--- src/sv/cbrk_pkg.sv ---
// Package for the multi-bus circuit breaker: sizes, action and register codes,
// beat payload structs, per-bus entry type and sequencer states.
// No dependencies.
`default_nettype none

package cbrk_pkg;

  localparam int NUM_BUSES = 8;
  localparam int IDX_W     = (NUM_BUSES > 1) ? $clog2(NUM_BUSES) : 1;
  localparam int BUS_W     = 3;
  localparam int ACT_W     = 3;
  localparam int CNT_W     = 16;
  localparam int TIME_W    = 32;
  localparam int CFG_IDX_W = 3;
  localparam int CFG_DW    = 32;

  localparam logic [CNT_W-1:0] COUNT_MAX = '1;

  localparam logic [ACT_W-1:0] ACT_SUCCESS = 3'd0;
  localparam logic [ACT_W-1:0] ACT_FAILURE = 3'd1;
  localparam logic [ACT_W-1:0] ACT_RESET   = 3'd2;
  localparam logic [ACT_W-1:0] ACT_TICK    = 3'd3;
  localparam logic [ACT_W-1:0] ACT_QUERY   = 3'd4;

  localparam logic [CFG_IDX_W-1:0] REG_FAILURE_LIMIT = 3'd0;
  localparam logic [CFG_IDX_W-1:0] REG_SUCCESS_LIMIT = 3'd1;
  localparam logic [CFG_IDX_W-1:0] REG_OPEN_HOLD_MS  = 3'd2;
  localparam logic [CFG_IDX_W-1:0] REG_DECAY_MS      = 3'd3;
  localparam logic [CFG_IDX_W-1:0] REG_PROTECTION_ON = 3'd4;

  typedef enum logic [1:0] {
    MODE_CLOSED = 2'd0,
    MODE_OPEN   = 2'd1,
    MODE_HALF   = 2'd2
  } mode_t;

  typedef enum logic [1:0] {
    ST_IDLE,
    ST_EXEC,
    ST_TICK,
    ST_REPORT
  } state_t;

  typedef struct packed {
    logic [ACT_W-1:0] action;
    logic [BUS_W-1:0] bus;
  } in_item_t;

  typedef struct packed {
    logic [BUS_W-1:0] bus_out;
    logic [1:0]       breaker_mode;
    logic             available;
    logic [CNT_W-1:0] failures;
  } out_item_t;

  typedef struct packed {
    logic [CNT_W-1:0]  failure_limit;
    logic [CNT_W-1:0]  success_limit;
    logic [TIME_W-1:0] open_hold_ms;
    logic [TIME_W-1:0] decay_ms;
    logic              protection_on;
  } cfg_regs_t;

  typedef struct packed {
    mode_t             mode;
    logic [CNT_W-1:0]  fail;
    logic [CNT_W-1:0]  succ;
    logic [TIME_W-1:0] opened;
    logic [TIME_W-1:0] last_fail;
  } bus_entry_t;

  function automatic logic [CNT_W-1:0] sat_inc(input logic [CNT_W-1:0] v);
    return (v == COUNT_MAX) ? COUNT_MAX : v + 1'b1;
  endfunction

endpackage

`default_nettype wire

--- src/sv/multi_bus_circuit_breaker_core.sv ---
// Multi-bus circuit breaker, top level.
// Sequencing: an event beat (success, failure, reset, query) passes through the execute
// and report states; a tick beat sweeps every bus in the tick state, the sequencer walking
// one bus per cycle through the shared elapsed-time comparator, and then reports.
// A new beat is taken only once the previous one has been reported, and the report waits
// while the output register is held by out_stall. Synchronous reset clears all breakers.
`default_nettype none

// The block keeps one closed/open/half-open breaker per bus and a millisecond
// clock advanced by tick beats. Input is accepted only while the sequencer is
// idle; the result sits in an output register, so a new beat can be taken while
// the previous result still waits downstream. Configuration writes are plain
// register writes and take effect on the next clock.
module multi_bus_circuit_breaker_core (
  input  wire logic                           clk,
  input  wire logic                           rst_n,
  // Configuration port.
  input  wire logic                           cfg_we,
  input  wire logic [cbrk_pkg::CFG_IDX_W-1:0] cfg_index,
  input  wire logic [cbrk_pkg::CFG_DW-1:0]    cfg_wdata,
  // Input channel.
  input  wire logic                           in_valid,
  output logic                                in_stall,
  input  wire cbrk_pkg::in_item_t             in_data,
  // Result channel.
  output logic                                out_valid,
  input  wire logic                           out_stall,
  output cbrk_pkg::out_item_t                 out_data
);
  import cbrk_pkg::*;

  cfg_regs_t regs;

  // Thresholds, hold and decay times, and the protection bypass.
  cbrk_cfg u_cfg (
    .clk       (clk),
    .rst_n     (rst_n),
    .cfg_we    (cfg_we),
    .cfg_index (cfg_index),
    .cfg_wdata (cfg_wdata),
    .regs      (regs)
  );

  // The sequencer owns the breaker table and the millisecond clock. An event
  // reads, updates and writes back one entry; a tick sweeps every entry, one per
  // cycle, then reports the addressed bus like any other beat.
  cbrk_engine u_engine (
    .clk       (clk),
    .rst_n     (rst_n),
    .regs      (regs),
    .in_valid  (in_valid),
    .in_stall  (in_stall),
    .in_data   (in_data),
    .out_valid (out_valid),
    .out_stall (out_stall),
    .out_data  (out_data)
  );

endmodule

`default_nettype wire

--- src/sv/cbrk_cfg.sv ---
// Configuration register bank of the circuit breaker.
// Depends on cbrk_pkg for register codes and the cfg_regs_t struct.
`default_nettype none

module cbrk_cfg (
  input  wire logic                           clk,
  input  wire logic                           rst_n,
  input  wire logic                           cfg_we,
  input  wire logic [cbrk_pkg::CFG_IDX_W-1:0] cfg_index,
  input  wire logic [cbrk_pkg::CFG_DW-1:0]    cfg_wdata,
  output cbrk_pkg::cfg_regs_t                 regs
);
  import cbrk_pkg::*;

  cfg_regs_t regs_r;
  cfg_regs_t regs_nxt;

  always_comb begin
    regs_nxt = regs_r;
    if (cfg_we) begin
      case (cfg_index)
        REG_FAILURE_LIMIT: begin
          // A zero limit is ignored.
          if (cfg_wdata[CNT_W-1:0] != '0) regs_nxt.failure_limit = cfg_wdata[CNT_W-1:0];
        end
        REG_SUCCESS_LIMIT: regs_nxt.success_limit = cfg_wdata[CNT_W-1:0];
        REG_OPEN_HOLD_MS: begin
          if (cfg_wdata[TIME_W-1:0] != '0) regs_nxt.open_hold_ms = cfg_wdata[TIME_W-1:0];
        end
        REG_DECAY_MS:      regs_nxt.decay_ms = cfg_wdata[TIME_W-1:0];
        REG_PROTECTION_ON: regs_nxt.protection_on = cfg_wdata[0];
        default: ;
      endcase
    end
  end

  always_ff @(posedge clk) begin
    if (!rst_n) begin
      regs_r.failure_limit <= CNT_W'(5);
      regs_r.success_limit <= CNT_W'(3);
      regs_r.open_hold_ms  <= TIME_W'(5000);
      regs_r.decay_ms      <= TIME_W'(60000);
      regs_r.protection_on <= 1'b1;
    end else begin
      regs_r <= regs_nxt;
    end
  end

  assign regs = regs_r;

endmodule

`default_nettype wire

--- src/sv/cbrk_cmp.sv ---
// Shared elapsed/threshold unit: (a - b) modulo 2^32 compared against a limit.
// Depends on cbrk_pkg for widths.
`default_nettype none

module cbrk_cmp (
  input  wire logic [cbrk_pkg::TIME_W-1:0] a,
  input  wire logic [cbrk_pkg::TIME_W-1:0] b,
  input  wire logic [cbrk_pkg::TIME_W-1:0] limit,
  output logic                             reached
);
  import cbrk_pkg::*;

  logic [TIME_W-1:0] diff;

  assign diff    = a - b;
  assign reached = (diff >= limit);

endmodule

`default_nettype wire

--- src/sv/cbrk_engine.sv ---
// Sequencer and per-bus breaker state. Runs one step per event and one bus
// per cycle on a tick, all through the shared cbrk_cmp unit.
// Depends on cbrk_pkg and cbrk_cmp.
`default_nettype none

module cbrk_engine (
  input  wire logic                 clk,
  input  wire logic                 rst_n,
  input  wire cbrk_pkg::cfg_regs_t  regs,
  input  wire logic                 in_valid,
  output logic                      in_stall,
  input  wire cbrk_pkg::in_item_t   in_data,
  output logic                      out_valid,
  input  wire logic                 out_stall,
  output cbrk_pkg::out_item_t       out_data
);
  import cbrk_pkg::*;

  state_t            state_r, state_nxt;
  logic [ACT_W-1:0]  act_r, act_nxt;
  logic [BUS_W-1:0]  bus_r, bus_nxt;
  logic [IDX_W-1:0]  idx_r, idx_nxt;
  logic [TIME_W-1:0] now_r, now_nxt;
  logic              out_valid_r, out_valid_nxt;
  out_item_t         out_r, out_nxt;

  bus_entry_t        entry_r [NUM_BUSES];
  bus_entry_t        cur;
  bus_entry_t        ent_nxt;
  logic              wr_en;
  logic [IDX_W-1:0]  rd_idx;
  logic [IDX_W-1:0]  bus_idx;
  logic              bus_ok;
  logic [CNT_W-1:0]  inc_fail;
  logic [CNT_W-1:0]  inc_succ;

  logic [TIME_W-1:0] cmp_a, cmp_b, cmp_lim;
  logic              cmp_ge;

  cbrk_cmp u_cmp (
    .a       (cmp_a),
    .b       (cmp_b),
    .limit   (cmp_lim),
    .reached (cmp_ge)
  );

  assign bus_ok   = (TIME_W'(bus_r) < TIME_W'(NUM_BUSES));
  assign bus_idx  = IDX_W'(bus_r);
  assign rd_idx   = (state_r == ST_TICK) ? idx_r : bus_idx;
  assign cur      = entry_r[rd_idx];
  assign inc_fail = sat_inc(cur.fail);
  assign inc_succ = sat_inc(cur.succ);

  always_comb begin
    state_nxt     = state_r;
    act_nxt       = act_r;
    bus_nxt       = bus_r;
    idx_nxt       = idx_r;
    now_nxt       = now_r;
    out_valid_nxt = out_valid_r && out_stall;
    out_nxt       = out_r;
    wr_en         = 1'b0;
    ent_nxt       = cur;
    cmp_a         = '0;
    cmp_b         = '0;
    cmp_lim       = '0;

    case (state_r)
      ST_IDLE: begin
        if (in_valid) begin
          act_nxt = in_data.action;
          bus_nxt = in_data.bus;
          if (in_data.action == ACT_TICK) begin
            now_nxt   = now_r + 1'b1;
            idx_nxt   = '0;
            state_nxt = ST_TICK;
          end else begin
            state_nxt = ST_EXEC;
          end
        end
      end

      ST_EXEC: begin
        state_nxt = ST_REPORT;
        if (bus_ok) begin
          case (act_r)
            ACT_SUCCESS: begin
              cmp_a        = TIME_W'(inc_succ);
              cmp_lim      = TIME_W'(regs.success_limit);
              wr_en        = 1'b1;
              ent_nxt.succ = inc_succ;
              ent_nxt.fail = '0;
              if (cur.mode == MODE_HALF && cmp_ge) begin
                ent_nxt.mode = MODE_CLOSED;
                ent_nxt.succ = '0;
              end
            end
            ACT_FAILURE: begin
              cmp_a             = TIME_W'(inc_fail);
              cmp_lim           = TIME_W'(regs.failure_limit);
              wr_en             = 1'b1;
              ent_nxt.fail      = inc_fail;
              ent_nxt.last_fail = now_r;
              if ((cur.mode == MODE_CLOSED && cmp_ge) || cur.mode == MODE_HALF) begin
                ent_nxt.mode   = MODE_OPEN;
                ent_nxt.opened = now_r;
              end
            end
            ACT_RESET: begin
              wr_en          = 1'b1;
              ent_nxt.mode   = MODE_CLOSED;
              ent_nxt.fail   = '0;
              ent_nxt.succ   = '0;
              ent_nxt.opened = '0;
            end
            default: ;
          endcase
        end
      end

      ST_TICK: begin
        cmp_a = now_r;
        if (cur.mode == MODE_OPEN) begin
          cmp_b   = cur.opened;
          cmp_lim = regs.open_hold_ms;
          if (cmp_ge) begin
            wr_en        = 1'b1;
            ent_nxt.mode = MODE_HALF;
            ent_nxt.succ = '0;
          end
        end else begin
          cmp_b   = cur.last_fail;
          cmp_lim = regs.decay_ms;
          if (cur.mode == MODE_CLOSED && cur.fail != '0 && cmp_ge) begin
            wr_en        = 1'b1;
            ent_nxt.fail = '0;
          end
        end
        idx_nxt = idx_r + 1'b1;
        if (idx_r == IDX_W'(NUM_BUSES - 1)) begin
          state_nxt = ST_REPORT;
        end
      end

      ST_REPORT: begin
        if (!out_valid_r || !out_stall) begin
          out_valid_nxt   = 1'b1;
          out_nxt.bus_out = bus_r;
          if (bus_ok) begin
            out_nxt.breaker_mode = cur.mode;
            out_nxt.available    = !regs.protection_on || cur.mode != MODE_OPEN;
            out_nxt.failures     = cur.fail;
          end else begin
            out_nxt.breaker_mode = MODE_OPEN;
            out_nxt.available    = 1'b0;
            out_nxt.failures     = '0;
          end
          state_nxt = ST_IDLE;
        end
      end

      default: state_nxt = ST_IDLE;
    endcase
  end

  always_ff @(posedge clk) begin
    if (!rst_n) begin
      state_r     <= ST_IDLE;
      now_r       <= '0;
      out_valid_r <= 1'b0;
      idx_r       <= '0;
    end else begin
      state_r     <= state_nxt;
      now_r       <= now_nxt;
      out_valid_r <= out_valid_nxt;
      idx_r       <= idx_nxt;
    end
  end

  always_ff @(posedge clk) begin
    act_r <= act_nxt;
    bus_r <= bus_nxt;
    out_r <= out_nxt;
  end

  always_ff @(posedge clk) begin
    if (!rst_n) begin
      for (int i = 0; i < NUM_BUSES; i++) begin
        entry_r[i] <= '{mode: MODE_CLOSED, fail: '0, succ: '0, opened: '0, last_fail: '0};
      end
    end else if (wr_en) begin
      entry_r[rd_idx] <= ent_nxt;
    end
  end

  assign in_stall  = (state_r != ST_IDLE);
  assign out_valid = out_valid_r;
  assign out_data  = out_r;

endmodule

`default_nettype wire

--- config.mk ---
export PLATFORM = sky130hd
export DESIGN_NAME = multi_bus_circuit_breaker_core
export DESIGN_NICKNAME = d
export VERILOG_FILES = /design/src/sv/cbrk_pkg.sv /design/src/sv/multi_bus_circuit_breaker_core.sv /design/src/sv/cbrk_cfg.sv /design/src/sv/cbrk_cmp.sv /design/src/sv/cbrk_engine.sv
export SDC_FILE = /design/constraint.sdc
export NUM_CORES = 2
export LEC_CHECK = 0
export BUFFER_PORTS_ARGS = -buffer_cell sky130_fd_sc_hd__buf_4
export CAP_MARGIN = 0
export CORE_AREA = 3 3 341 343
export CTS_CLUSTER_SIZE = 8
export DETAILED_ROUTE_END_ITERATION = 10
export DIE_AREA = 0 0 344 346
export PLACE_DENSITY = 0.6
export RECOVER_POWER = 25
export REMOVE_ABC_BUFFERS = 1
export SLEW_MARGIN = 20
export SYNTH_ARGS = -nofsm -noshare
export SYNTH_HDL_FRONTEND = slang
export SYNTH_HIERARCHICAL = 1
export SYNTH_SLANG_ARGS = --single-unit
--- constraint.sdc ---
create_clock -name clk -period 10.8 [get_ports clk]
set_input_delay 1.62 -clock clk [delete_from_list [all_inputs] [get_ports clk]]
set_output_delay 1.62 -clock clk [all_outputs]
set_load 0.005 [all_outputs]
==> results.md <==
- Post-route cell area: 0.0511 mm2
- CORE AREA: 0.114 mm2
- Clock Latency Late Sink: 760 ps
- Mapped Area: 0.0452 mm2
- Max incr delay on CP: 780 ps
- Remaining antenna violation count after routing: 0
- Hold Path Class: register to register
- WL/cell: 25.0 um
- Rel. slew slack: -155%
- Kind of critical path: register to register
- Reg clk slew, reported paths: 50 ps
- Total Die Area: 0.119 mm2
- I/O Buffers: 69
- Slew Viols, Final: 188
- Endpoints failing hold: 0
- Row count: 124
- Final WL: 142000 um
- Post-CTS Resized: 0
- Final worst slack: 624 ps
- Final setup vio count: 0
- Clock skew: 48.8 ps
- Synthesis-stage register bit count: 947
- Most frequent cells in the layout: nor2_1, edfxtp_1, nand2_1, clkbuf_16, dfxtp_1
- Setup TNS: 0 ps
- First-pass GRT wire length: 213000 um
- CP max FO: 36
- Gpl congestion: 0.945
- Final non-filler cell total: 5661
- Overall power: 13.5 mW
- Postcts setup bufs: 0
- Hold_buf cts: 0
- Worst-Margin Slew: 3820 ps
- P per Cell Area: 264 mW/mm2
- Initial DRC Count: 4085
- Initial core utilization: 39.7%
- Number of global-route vias before repair: 33200
- Met1 WL: 58100 um
- H-tree levels: 4
- Pin count of the biggest net entering global routing: 101
- CP Data Arrival Time: 10750 ps
- Root Buffer: clkbuf_16
- Most common cell after layout, fill and taps aside: nor2_1
- Max Buffers Root-to-Sink: 3
- Clk sink count: 947
- CP max stage cell: o31ai_1
- Syn. warnings: 6
- Largest area contributor in the netlist: edfxtp_1
- Fin crit period: 10180 ps
- Die width: 344 um
- Synth Area per Inst: 11.0 um2
- Crit end category: register
- Pre-CTS WS: 539 ps
- Post-synth EDFFs: 812
- Fmax: 0.0983 GHz
- Final critical-path share of the clock period: 94.2%
- Area after DPL: 0.0474 mm2
- Gr ovfl total: 0
- DP HPWL: 80800 um
- Peak supply drop: 0.000190 V
- Synthesis-to-layout area growth: 13.0%
- CTS tree: done
- Pleak: 17.9 nW
- All-Layer GR Usage: 23.5%
- Share of layout cells above drive strength 1: 9.12%
- 1st-pass router iterations: 9
- Critical Path RT: 11370 ps
- Reg-to-reg slack, setup: 620 ps
- Layout Nets: 4218
- Failing checks: capacitance limit, slew limit
- Startpoint types: register
- Total CTS buffers: 137
- WL met3: 13300 um
- DR vias: 33600
- Netlist cell types: 95
- Post-Synthesis Cells: 4090
- Chip Height: 346 um
- Asr flop ratio synth: 0%
- Max Cap Viol: 4
- WL met2: 65800 um
- Final core occ: 44.8%
- # IOs: 70
- WHS: 452 ps
- Vias per cell: 5.93
- Status: complete, but fails checks
- Initial antenna violation count: 1
- Primary FF master, synth: edfxtp_1
- Drt drc: 0
- Top cells by area, synth: edfxtp_1, nor2_1, dfxtp_1
- Highest routing layer actually used: met4
- Placed Cells: 5471
- Post-synthesis sequential area ratio: 60.0%
- RSZ-0062 raised after global routing: no
- Yosys top cell area share: 54.0%
==> final timing paths <==
kind | from | to | cells past startpoint
max | u_engine/state_r[0] | u_engine/entry_r[2][94] | 31
min | u_cfg/regs[67] | u_cfg/regs[67] | 2
max reg2reg | u_engine/state_r[0] | u_engine/entry_r[2][94] | 31
min reg2reg | u_cfg/regs[67] | u_cfg/regs[67] | 2
==> layer usage <==
layer,GRT usage [%],vias to the layer above
met5,0,-
met3,4.57,251
met2,37.1,1685
met4,8.04,0
met1,32.3,16700
li1,-,14900
==> cell families (layout without fill, tap and decap cells) <==
family,Yosys count,in the layout,synth area share (%)
AO/OA/AOI/OAI,711,711,11.8
XOR/XNOR,69,69,1.34
adder cells (fa/ha/maj),75,75,2.09
buffers and inverters,391,448,3.97
flip-flops,947,947,60.0
multiplexers,113,113,3.32
other,0,2,0
AND/OR/NAND/NOR,1784,1784,17.5
==> worst max-delay path, delay by kind of cell, from the launching register on <==
kind,cells,cell delay [ps]
AOI/OAI and AO/OA,9,2750
xor gates and xnor gates,1,170
adders and majority gates,3,1120
buffers and inverters,4,1450
DFF,1,330
muxes,1,600
and+or+nand+nor,13,3510
==> synthesized netlist by cell type, types with 9 or more instances <==
library cell and instances:
nor2_1 852, edfxtp_1 812, nand2_1 511, clkbuf_1 135
dfxtp_1 135, buf_2 115, a222oi_1 99, a22oi_1 98
inv_1 96, a21oi_1 92, nand3_1 82, mux2i_1 79
ha_1 73, and3_1 65, nor3_1 62, a21boi_1 54
o21ai_1 54, o21ai_0 43, a2bb2oi_1 41, a211oi_1 38
nand4_1 36, nor2b_1 35, xnor2_1 35, xor2_1 34
and4_1 33, a21o_1 32, and2_1 29, mux4_2 27
a22o_1 25, buf_1 19, a31oi_1 18, nand2b_1 15
buf_6 13, nor4_1 13, a32oi_1 11, or3_1 11
o211ai_1 10, o21a_1 10, nand4_4 9
==> sequential cells by signal, summed over array words and instances, names as in the netlist <==
register,flops
u_engine/act_r,3
u_engine/now_r,32
u_cfg/regs,97
u_engine/out_data,22
u_engine/idx_r,3
u_engine/bus_idx,3
u_engine/entry_r,784
u_engine/out_valid,1
u_engine/state_r,2
==> cell type report <==
type                    count  area, um2
clock buffers             171       3610
clock inverters            17        308
flip-flops and latches    947      27100
diodes                      2       5.00
fillers                 10500      62800
multi-input cells        2752      16400
inverters                  98        368
repair buffers            162       1360
well taps                1512       1890
==> where the power goes <==
part | internal, mW | switching [mW]
clock | 2.34 | 1.59
sequential | 4.18 | 0.0704
combinational | 1.77 | 3.53
Note: power is estimated with default switching activity, not from simulation.
